==> config.mk <==
export PLATFORM = sky130hd
export DESIGN_NAME = utf8_codepoint_decoder
export DESIGN_NICKNAME = d
export VERILOG_FILES = /design/src/rtl/core/u8cd_pkg.sv /design/src/rtl/core/u8cd_front.sv /design/src/rtl/core/u8cd_fifo.sv /design/src/rtl/core/u8cd_back.sv /design/src/rtl/core/utf8_codepoint_decoder.sv
export VERILOG_INCLUDE_DIRS = /design/src /design/src/rtl/core
export SDC_FILE = /design/constraint.sdc
export NUM_CORES = 1
export LEC_CHECK = 0
export BUFFER_PORTS_ARGS = -buffer_cell sky130_fd_sc_hd__buf_2
export CAP_MARGIN = 30
export CORE_MARGIN = 4
export CORE_UTILIZATION = 45
export CTS_BUF_LIST = sky130_fd_sc_hd__clkbuf_2 sky130_fd_sc_hd__clkbuf_4 sky130_fd_sc_hd__clkbuf_8
export DETAILED_ROUTE_END_ITERATION = 16
export PLACE_DENSITY = 0.66
export SYNTH_ARGS = -nofsm -noshare
export SYNTH_HDL_FRONTEND = slang
export SYNTH_SLANG_ARGS = --single-unit
==> constraint.sdc <==
create_clock -name clk -period 4.7 [get_ports clk]
set_input_delay 0.47 -clock clk [delete_from_list [all_inputs] [get_ports clk]]
set_output_delay 0.47 -clock clk [all_outputs]
set_load 0.03 [all_outputs]
==> src/rtl/core/utf8_codepoint_decoder_defines.svh <==
// Assertion macros shared by the UTF-8 code point decoder.
// No dependencies; files that check behavior include this header.
`ifndef UTF8_CODEPOINT_DECODER_DEFINES_SVH
`define UTF8_CODEPOINT_DECODER_DEFINES_SVH

// Same-cycle implication, sampled on clk, off while rst is high.
`define U8CD_ASSERT_IMP(label, ante, cons) \
  label: assert property (@(posedge clk) disable iff (rst) (ante) |-> (cons)) \
    else $error("u8cd check failed");

// Next-cycle implication, sampled on clk, off while rst is high.
`define U8CD_ASSERT_NEXT(label, ante, cons) \
  label: assert property (@(posedge clk) disable iff (rst) (ante) |=> (cons)) \
    else $error("u8cd check failed");

`endif

==> src/rtl/core/u8cd_pkg.sv <==
// Shared types and constants of the UTF-8 code point decoder.
// No dependencies; used by all decoder modules.
package u8cd_pkg;

  localparam int unsigned CP_W = 21;

  localparam logic [CP_W-1:0] REPLACEMENT_CP = 21'h00FFFD;
  localparam logic [CP_W-1:0] MIN_2BYTE_CP   = 21'h000080;
  localparam logic [CP_W-1:0] MIN_3BYTE_CP   = 21'h000800;
  localparam logic [CP_W-1:0] MIN_4BYTE_CP   = 21'h010000;
  localparam logic [CP_W-1:0] MAX_CP         = 21'h10FFFF;
  localparam logic [CP_W-1:0] SURR_LO_CP     = 21'h00D800;
  localparam logic [CP_W-1:0] SURR_HI_CP     = 21'h00DFFF;

  // Continuation counts of the lead byte classes
  localparam logic [1:0] CONT_NONE = 2'd0;
  localparam logic [1:0] CONT_ONE  = 2'd1;
  localparam logic [1:0] CONT_TWO  = 2'd2;
  localparam logic [1:0] CONT_THREE = 2'd3;

  // Default depth of the queue between front and back
  localparam int unsigned QUEUE_DEPTH = 2;

  // One queued transaction: an optional leading U+FFFD, then the main result
  typedef struct packed {
    logic            has_pre;
    logic [CP_W-1:0] cp;
    logic            rep;
  } u8cd_entry_t;

endpackage

==> src/rtl/core/u8cd_front.sv <==
// Front part of the UTF-8 decoder: accepts bytes, tracks sequence state and
// classifies each byte into a queue entry. Depends on u8cd_pkg.
module u8cd_front (
  input  logic                  clk,
  input  logic                  rst,
  input  logic                  byte_valid,
  output logic                  byte_stall,
  input  logic [7:0]            text_byte,
  input  logic [1:0]            bytes_after,
  input  logic                  queue_full,
  output logic                  push,
  output u8cd_pkg::u8cd_entry_t push_entry
);
  import u8cd_pkg::*;

  logic [CP_W-1:0] acc, acc_next;
  logic [1:0]      left, left_next;
  logic [1:0]      seq_len, seq_len_next;
  logic            discard, discard_next;
  logic            accept;

  // Lead byte classification
  logic            st_ascii;
  logic            st_multi;
  logic [1:0]      st_count;
  logic [CP_W-1:0] st_bits;
  logic            st_emit;
  logic [CP_W-1:0] st_cp;
  logic            st_rep;
  logic            st_short;

  // Continuation path
  logic            is_cont;
  logic [CP_W-1:0] cont_v;
  logic            overlong;
  logic            bad;

  assign byte_stall = queue_full;
  assign accept     = byte_valid && !byte_stall;

  always_comb begin
    st_ascii = 1'b0;
    st_multi = 1'b1;
    st_count = CONT_NONE;
    st_bits  = '0;
    if (!text_byte[7]) begin
      st_ascii = 1'b1;
      st_multi = 1'b0;
    end else if (text_byte[7:5] == 3'b110) begin
      st_count = CONT_ONE;
      st_bits  = CP_W'(text_byte[4:0]);
    end else if (text_byte[7:4] == 4'b1110) begin
      st_count = CONT_TWO;
      st_bits  = CP_W'(text_byte[3:0]);
    end else if (text_byte[7:3] == 5'b11110) begin
      st_count = CONT_THREE;
      st_bits  = CP_W'(text_byte[2:0]);
    end else begin
      st_multi = 1'b0;
    end
    // truncated sequence: not enough bytes left in the text
    st_short = st_multi && (st_count > bytes_after);
    st_emit  = !st_multi || st_short;
    st_cp    = st_ascii ? CP_W'(text_byte) : REPLACEMENT_CP;
    st_rep   = !st_ascii;
  end

  // Continuation byte accumulate and final range checks
  always_comb begin
    is_cont  = (text_byte[7:6] == 2'b10);
    cont_v   = {acc[CP_W-7:0], text_byte[5:0]};
    overlong = ((seq_len == CONT_ONE)   && (cont_v < MIN_2BYTE_CP)) ||
               ((seq_len == CONT_TWO)   && (cont_v < MIN_3BYTE_CP)) ||
               ((seq_len == CONT_THREE) && (cont_v < MIN_4BYTE_CP));
    bad      = overlong || (cont_v > MAX_CP) ||
               ((cont_v >= SURR_LO_CP) && (cont_v <= SURR_HI_CP));
  end

  // Next state and queue entry
  always_comb begin
    acc_next     = acc;
    left_next    = left;
    seq_len_next = seq_len;
    discard_next = discard;
    push         = 1'b0;
    push_entry   = '{has_pre: 1'b0, cp: REPLACEMENT_CP, rep: 1'b1};
    if (accept) begin
      if (discard) begin
        if (bytes_after == 2'd0) begin
          discard_next = 1'b0;
        end
      end else if (left != CONT_NONE && is_cont) begin
        left_next = left - 2'd1;
        if (left == CONT_ONE) begin
          acc_next     = '0;
          seq_len_next = CONT_NONE;
          push         = 1'b1;
          push_entry.cp  = bad ? REPLACEMENT_CP : cont_v;
          push_entry.rep = bad;
        end else begin
          acc_next = cont_v;
        end
      end else begin
        // broken sequence drops the state, then the byte is decoded as a lead
        if (left != CONT_NONE) begin
          acc_next     = '0;
          left_next    = CONT_NONE;
          seq_len_next = CONT_NONE;
        end
        if (st_emit) begin
          push           = 1'b1;
          push_entry.has_pre = (left != CONT_NONE);
          push_entry.cp  = st_cp;
          push_entry.rep = st_rep;
          if (st_short) begin
            discard_next = (bytes_after != 2'd0);
          end
        end else begin
          acc_next     = st_bits;
          left_next    = st_count;
          seq_len_next = st_count;
          // lone U+FFFD for the broken sequence
          push         = (left != CONT_NONE);
        end
      end
    end
  end

  always_ff @(posedge clk) begin
    if (rst) begin
      acc     <= '0;
      left    <= CONT_NONE;
      seq_len <= CONT_NONE;
      discard <= 1'b0;
    end else begin
      acc     <= acc_next;
      left    <= left_next;
      seq_len <= seq_len_next;
      discard <= discard_next;
    end
  end

endmodule

==> src/rtl/core/u8cd_fifo.sv <==
// Short queue of classified entries between decoder front and back.
// Depends on u8cd_pkg for the entry type.
module u8cd_fifo #(
  parameter int unsigned DEPTH = u8cd_pkg::QUEUE_DEPTH
) (
  input  logic                  clk,
  input  logic                  rst,
  input  logic                  push,
  input  u8cd_pkg::u8cd_entry_t push_entry,
  output logic                  full,
  input  logic                  pop,
  output u8cd_pkg::u8cd_entry_t pop_entry,
  output logic                  empty
);
  import u8cd_pkg::*;

  localparam int unsigned PTR_W = (DEPTH > 1) ? $clog2(DEPTH) : 1;
  localparam int unsigned CNT_W = $clog2(DEPTH + 1);

  u8cd_entry_t      slots [DEPTH];
  logic [PTR_W-1:0] wr_ptr, rd_ptr;
  logic [CNT_W-1:0] count;
  logic             do_push, do_pop;

  assign full      = (count == CNT_W'(DEPTH));
  assign empty     = (count == '0);
  assign do_push   = push && !full;
  assign do_pop    = pop && !empty;
  assign pop_entry = slots[rd_ptr];

  // Entry storage
  always_ff @(posedge clk) begin
    if (do_push) begin
      slots[wr_ptr] <= push_entry;
    end
  end

  // Pointers and fill count
  always_ff @(posedge clk) begin
    if (rst) begin
      wr_ptr <= '0;
      rd_ptr <= '0;
      count  <= '0;
    end else begin
      if (do_push) begin
        wr_ptr <= (wr_ptr == PTR_W'(DEPTH - 1)) ? '0 : wr_ptr + 1'b1;
      end
      if (do_pop) begin
        rd_ptr <= (rd_ptr == PTR_W'(DEPTH - 1)) ? '0 : rd_ptr + 1'b1;
      end
      if (do_push && !do_pop) begin
        count <= count + 1'b1;
      end else if (do_pop && !do_push) begin
        count <= count - 1'b1;
      end
    end
  end

endmodule

==> src/rtl/core/u8cd_back.sv <==
// Back part of the UTF-8 decoder: holds one queue entry in an output
// register and expands it into one or two results. Depends on u8cd_pkg.
module u8cd_back (
  input  logic                  clk,
  input  logic                  rst,
  input  logic                  queue_empty,
  input  u8cd_pkg::u8cd_entry_t queue_entry,
  output logic                  pop,
  output logic                  result_valid,
  input  logic                  result_stall,
  output logic [20:0]           code_point,
  output logic                  is_replacement,
  output logic                  run_last
);
  import u8cd_pkg::*;

  u8cd_entry_t cur;
  logic        cur_valid;
  logic        pre_done;
  logic        in_pre;
  logic        taken;
  logic        load;

  // Leading U+FFFD is shown first when the entry carries one
  assign in_pre         = cur.has_pre && !pre_done;
  assign result_valid   = cur_valid;
  assign code_point     = in_pre ? REPLACEMENT_CP : cur.cp;
  assign is_replacement = in_pre ? 1'b1 : cur.rep;
  assign run_last       = !in_pre;

  assign taken = cur_valid && !result_stall;
  assign load  = !cur_valid || (taken && !in_pre);
  assign pop   = load && !queue_empty;

  always_ff @(posedge clk) begin
    if (pop) begin
      cur <= queue_entry;
    end
  end

  always_ff @(posedge clk) begin
    if (rst) begin
      cur_valid <= 1'b0;
      pre_done  <= 1'b0;
    end else begin
      if (load) begin
        cur_valid <= !queue_empty;
        pre_done  <= 1'b0;
      end else if (taken && in_pre) begin
        pre_done <= 1'b1;
      end
    end
  end

endmodule

==> src/rtl/core/utf8_codepoint_decoder.sv <==
// UTF-8 to code point decoder: one byte per transaction in, code points out.
// Takes the byte channel on byte_valid/byte_stall with text_byte and
// bytes_after (bytes of the text still to come, saturated at 3); gives
// results on result_valid/result_stall with code_point, is_replacement
// and run_last (set on the last result that a byte causes).
// A result is registered in the queue and then in the output register
// before it shows on result_valid.
// Throughput: one byte per cycle unless byte_stall is high. A byte that
// breaks a sequence and gives two results holds the output register for
// both of them; the queue between front and back absorbs that, and
// byte_stall rises only once the queue is full. Bytes inside a sequence,
// or swallowed after a truncated lead, give no result.
// When result_stall is high the current result holds and the queue fills;
// byte_stall then rises until the queue drains.
// Reset (rst, synchronous) clears the sequence state, empties the queue
// and drops any pending result.
// Depends on u8cd_pkg, u8cd_front, u8cd_fifo, u8cd_back and the defines.
`include "utf8_codepoint_decoder_defines.svh"

module utf8_codepoint_decoder #(
  parameter int unsigned QUEUE_DEPTH = u8cd_pkg::QUEUE_DEPTH
) (
  input  logic        clk,
  input  logic        rst,
  input  logic        byte_valid,
  output logic        byte_stall,
  input  logic [7:0]  text_byte,
  input  logic [1:0]  bytes_after,
  output logic        result_valid,
  input  logic        result_stall,
  output logic [20:0] code_point,
  output logic        is_replacement,
  output logic        run_last
);
  import u8cd_pkg::*;

  logic        queue_full, queue_empty;
  logic        push, pop;
  u8cd_entry_t push_entry, pop_entry;

  u8cd_front u_front (
    .clk        (clk),
    .rst        (rst),
    .byte_valid (byte_valid),
    .byte_stall (byte_stall),
    .text_byte  (text_byte),
    .bytes_after(bytes_after),
    .queue_full (queue_full),
    .push       (push),
    .push_entry (push_entry)
  );

  u8cd_fifo #(
    .DEPTH(QUEUE_DEPTH)
  ) u_fifo (
    .clk       (clk),
    .rst       (rst),
    .push      (push),
    .push_entry(push_entry),
    .full      (queue_full),
    .pop       (pop),
    .pop_entry (pop_entry),
    .empty     (queue_empty)
  );

  u8cd_back u_back (
    .clk           (clk),
    .rst           (rst),
    .queue_empty   (queue_empty),
    .queue_entry   (pop_entry),
    .pop           (pop),
    .result_valid  (result_valid),
    .result_stall  (result_stall),
    .code_point    (code_point),
    .is_replacement(is_replacement),
    .run_last      (run_last)
  );

  // Checks
  `U8CD_ASSERT_IMP(a_rep_value, result_valid && is_replacement, code_point == REPLACEMENT_CP)
  `U8CD_ASSERT_IMP(a_first_is_rep, result_valid && !run_last, is_replacement)
  `U8CD_ASSERT_IMP(a_scalar_range, result_valid && !is_replacement,
    (code_point <= MAX_CP) && ((code_point < SURR_LO_CP) || (code_point > SURR_HI_CP)))
  `U8CD_ASSERT_NEXT(a_pair_follows, result_valid && !result_stall && !run_last,
    result_valid && run_last)

endmodule
**Word level (Yosys, flattened, before mapping)**

Memories as Yosys holds them, arrays and structs flattened. A register that Yosys moved wholly into a read port is not among the register bits.
Cells that the tools add are included.

- Register bits after elaboration: 26
- Memory bits (writable): 46
- Input bits: 14
- Output and inout port bits: 25
- Word-level logic and storage cells: 120
- Memories: 1

- $add $sub $neg: 5
- Magnitude comparators: 7
- Eq/ne operators: 11
- Multiplexer cells: 47
- Bitwise logic cells: 1
- Reductions and logical operators: 39

Memory list:

| memory | depth | bits a word | read ports | clocked after memory_dff | write ports | line | text |
|---|---|---|---|---|---|---|---|
| u_fifo.slots | 2 | 23 | 1 | 1 | 1 | u8cd_fifo.sv:20 | `u8cd_entry_t slots [DEPTH];` |

Operators by type and width:

| cell | count |
|---|---|
| $mux 15 | 6 |
| $mux 23 | 3 |
| $mux 22 | 2 |
| $mux 21 | 2 |
| $mux 2 | 11 |
| $ge 21x16->1 const B | 1 |
| $gt 21x21->1 const B | 1 |
| $le 21x16->1 const B | 1 |
| $lt 21x12->1 const B | 1 |
| $lt 21x17->1 const B | 1 |
| $lt 21x8->1 const B | 1 |
| $mux 1 | 20 |
| $logic_and 1x1->1 | 16 |
| $mux 16 | 1 |
| $logic_not 1->1 | 9 |
| $eq 2x2->1 const B | 4 |
| $logic_or 1x1->1 | 6 |
| $reduce_bool 2->1 | 3 |
| $eq 5x5->1 const B | 1 |
| $eq 2x1->1 const B | 2 |
| $eq 4x4->1 const B | 1 |
| $logic_not 2->1 | 2 |
| $mux 4 | 1 |
| $reduce_and 4->1 | 1 |
| 11 further kinds | 13 |

**Longest topological paths before layout**

- Depth in word-level cells: 17
- Depth in mapped cells: 11
- Gate-level depth less buffers: 11

**Cells and area by module**

A second synthesis with hierarchy kept.

- Cell total of the unflattened synthesis: 322
- Area total of the unflattened synthesis: 4152.7 um^2

Modules (own cells, without submodules):

| module | times used | cells each | area an instance (um^2) | seq. area each (um^2) |
|---|---|---|---|---|
| u8cd_fifo | 1 | 96 | 1868.0 | 1481.4 |
| u8cd_front | 1 | 169 | 1333.8 | 400.4 |
| u8cd_back | 1 | 57 | 950.9 | 730.7 |

**Worst setup path after synthesis**

Ideal clock, no wire load.

- Path type: input-to-reg
- From: input port text_byte[6]
- To: memory u_fifo.slots[0][0] (netlist name) (enable)
- Library setup time: 0.405 ns
- Arrival time: 2.819 ns
- Data required time: 4.295 ns
- Slack: 1.476 ns
- Stages on the path: 8
- Path buffers: 1
- Cells stage by stage: buf_2 nand2_1 a21o_1 ha_1 nand2_1 o21ai_1 a311oi_2 nor2b_1

- Cells in the longest elaborated chain, start to end: 15
- Elaborated cells on any way between the ends: 24
- Classes of those cells: order compare: 1; eq/ne: 4; mux: 14; reduce/logical: 5

RTL lines:

| item | line | text |
|---|---|---|
| start: declaration | utf8_codepoint_decoder.sv:27 | `input logic [7:0] text_byte,` |
| $eq 5x5->1 | u8cd_front.sv:55 | `end else if (text_byte[7:3] == 5'b11110) begin` |
| $mux 2 | u8cd_front.sv:55 |  |
| $mux 2 | u8cd_front.sv:52 | `end else if (text_byte[7:4] == 4'b1110) begin` |
| $mux 2 | u8cd_front.sv:49 | `end else if (text_byte[7:5] == 3'b110) begin` |
| $mux 2 | u8cd_front.sv:46 | `if (!text_byte[7]) begin` |
| $gt 2x2->1 | u8cd_front.sv:62 | `st_short = st_multi && (st_count > bytes_after);` |
| $logic_and 1x1->1 | u8cd_front.sv:62 |  |
| $logic_or 1x1->1 | u8cd_front.sv:63 | `st_emit = !st_multi \|\| st_short;` |
| $mux 1 | u8cd_front.sv:110 | `if (st_emit) begin` |
| $mux 1 * | u8cd_front.sv:92 | `end else if (left != CONT_NONE && is_cont) begin` |
| $mux 1 * | u8cd_front.sv:88 | `if (discard) begin` |
| $mux 1 * | u8cd_front.sv:87 | `if (accept) begin` |
| $logic_and 1x1->1 * | u8cd_fifo.sv:27 | `assign do_push = push && !full;` |
| $mux 1 * | u8cd_fifo.sv:33 | `if (do_push) begin` |
| $mux 1 (implied by the code) * | u8cd_fifo.sv:34 | `slots[wr_ptr] <= push_entry;` |
| end: declaration | u8cd_fifo.sv:20 |  |

Mark *: on every way between the ends. The rest lies on a longest branch, timed or not.

==> results.txt <==
F_max: 0.375 GHz
Yosys warnings: 0
Critical-path top delay cell: nor3b_4
CTS Buf Count: 9
Count of cell types in the netlist: 48
Vias in the first global route: 2510
Clk_lat worst skew: 0.35 ns
HP Class: input pin to register
CP peak stage delay: 0.62 ns
Clk pin slew, worst setup/hold paths: 0.09 ns
Most frequent cell after synthesis: edfxtp_1
Vias: 2543
Routed WL: 7620 µm
Die area: 0.0108 mm²
Total global routing overflow: 0
Fin crit period: 2.67 ns
Placed Instances: 452
Most frequent cells after synthesis: edfxtp_1 (69), nand2b_1 (33), dfxtp_1 (26), mux2_2 (23), o21ai_1 (13)
WHS: 0.365 ns
Final setup viols: 0
Cell area after synthesis: 0.00413 mm²
Syn avg cell area: 13.0 µm²
FILL cells: 763
Max-cap violations: 0
H-Tree Depth: 3
Req. time, crit path: 4.80 ns
Core Region: 0.00885 mm²
Hpwl dp: 5110 µm
Vias/cell: 5.43
Sink Count: 95
Crit Path Max Fanout: 17
Fraction of layout cells with a size suffix above 1: 25.6%
Most used cell, CP: nor3b_4
Endpoint class of the critical path: register
Critical path launch point type: register
Area grow syn2layout: 13.1%
Clock Skews: 0.00829 ns
Crit path buf inv count: 1
Critical path, cell by cell: inv_1 > ha_1 > nor3b_4 > nand2_2 > nor3b_4 > a22oi_4 > or2_1
Syn Inst Count: 317
Placer Congestion: 0.895
# diodes: 0
Power Dens Cells: 554 mW/mm²
Pins over their slew limit: 0
Crit share post-route: 56.8%
DR WL/cell: 16.3 µm
Initial antenna violation count: 0
Ranking of synthesized cells by area: edfxtp_1 (50%), dfxtp_1 (13%), mux2_2 (6.3%)
# IOs: 39
Resize count post-CTS: 0
Drt initial violations: 173
Outcome: complete, no violations
Largest net degree at the start of global routing: 27
Lkg Pwr: 1.62 nW
Final nets: 374
Global-route wire length before repair: 12700 µm
Yosys top cell by area: edfxtp_1
FFs w/ async S/R, synth: 0%
Core Rows: 34
WP data arrival: 2.77 ns
Slew margin rel.: 35.2%
Antenna viol nets, final: 0
Port buffer count: 38
Die width: 104 µm
Setup TNS: 0 ns
DRT Pass-1 Iters: 4
Reg area: 0.00259 mm²
Synthesized flop and latch total: 95
Starting Density: 46.7%
Die Y: 104 µm
Delay-heaviest family, CP: simple AND/OR/NAND/NOR gates
DP Area: 0.00445 mm²
Post-synthesis sequential area ratio: 62.7%
Hold buffers post-CTS: 0
Syn nets: 336
CTS tree: yes
Worst-margin pin slew: 0.971 ns
Kind of critical path: register to register
Post-synth EDFFs: 69
Predominant post-synthesis flop cell: edfxtp_1
Setup bufs post-CTS: 0
Final Non-Filler Cells: 468
Final Hold Viols: 0
Peak supply drop: 0.184 mV
Global Route Usage Sum: 14.6%
Fin area: 0.00467 mm²
DRC viols: 0
Share of the synthesized area in the top cell type: 50.1%
CTS max path bufs: 2
Unrepaired setup endpoints after global routing: false
Multi-input gate area: 0.00145 mm²
Root buffer cell: clkbuf_8
final timing paths:
kind              cells past startpoint                        startpoint                      endpoint  slack, ns
setup / recovery                      7      u_front.left[0]$_SDFFE_PP0P_  u_fifo.slots[0][1]$_DFFE_PP_       2.03
hold reg to reg                       1  u_back.result_valid$_SDFFE_PP0N_  u_back.pre_done$_SDFFE_PP0P_       0.49
setup reg to reg                      7      u_front.left[0]$_SDFFE_PP0P_  u_fifo.slots[0][1]$_DFFE_PP_       2.03
hold / removal                        2                      text_byte[2]   u_front.acc[2]$_SDFFE_PP0P_       0.37
flip-flops by register name (all words and copies together), names as in the netlist:
| name | flops |
|---|---|
| u_fifo.count | 2 |
| u_front.seq_len | 2 |
| u_back.result_valid | 1 |
| u_front.discard | 1 |
| u_fifo.rd_ptr | 1 |
| u_back.pre_done | 1 |
| u_front.acc | 15 |
| u_fifo.wr_ptr | 1 |
| u_back.cur | 23 |
| u_front.left | 2 |
| u_fifo.slots | 46 |
kinds of logic after synthesis:
logic type | share of synthesized area, %
simple gates | 17.0
flops | 62.7
compound gates | 9.11
buf+inv | 2.36
mux | 6.27
xor+xnor | 1.06
fa+ha+maj | 1.51
through the flow:
| step | setup WS [ns] | total power (W) | util, % |
|---|---|---|---|
| 2_1_floorplan | 1.48 | 0.00179 | - |
| 3_3_place_gp | 1.56 | 0.00198 | 49.8 |
| 3_5_place_dp | 1.92 | 0.00203 | 50.3 |
| 4_1_cts | 2.01 | 0.00262 | 52.8 |
| 5_1_grt | 1.81 | 0.00273 | 52.8 |
| 6_report | 2.03 | 0.00259 | 52.8 |
layout make-up:
type | instances | share of cell area [%]
clock buffers | 10 | 2.81
clock inverters | 6 | 1.98
flip-flops and latches | 95 | 55.5
repair buffers | 42 | 5.30
inverters | 8 | 0.642
well taps | 108 | 2.89
multi-input cells | 199 | 30.9
placed cells by master (no fill, tap or decap), drive strengths merged, types with 2 or more instances in the layout:
| cell | n |
|---|---|
| clkbuf | 10 |
| or2 | 5 |
| o21ai | 18 |
| o32ai | 2 |
| nand4 | 11 |
| nor2b | 5 |
| nor2 | 13 |
| clkinvlp | 2 |
| and2 | 12 |
| nand3b | 2 |
| a21oi | 9 |
| nor3 | 7 |
| or3 | 3 |
| mux2 | 23 |
| a21o | 10 |
| nand3 | 4 |
| edfxtp | 69 |
| o31ai | 2 |
| nand2b | 33 |
| buf | 42 |
| nand2 | 7 |
| nor4 | 3 |
| a32o | 2 |
| dfxtp | 26 |
| ha | 5 |
| bufinv | 2 |
| xor2 | 4 |
| a22o | 3 |
| a211oi | 2 |
| inv | 10 |
| nor3b | 3 |
routing by layer:
metal	wire length (µm)	GRT usage (%)	vias to the layer above	part of all wire [%]
met4	121	4.08	0	1.6
met1	3510	19.7	1224	46
met2	3640	23.4	64	48
met5	0	0	-	0
li1	-	-	1245	-
met3	346	3.98	10	4.5
power by group:
| group | leakage, nW | internal (W) | switching (W) |
|---|---|---|---|
| clock network | 0.107 | 0.000309 | 0.000282 |
| logic | 0.681 | 0.000274 | 0.000540 |
| registers | 0.828 | 0.00113 | 0.0000511 |
(Power assumes the default switching activity.)
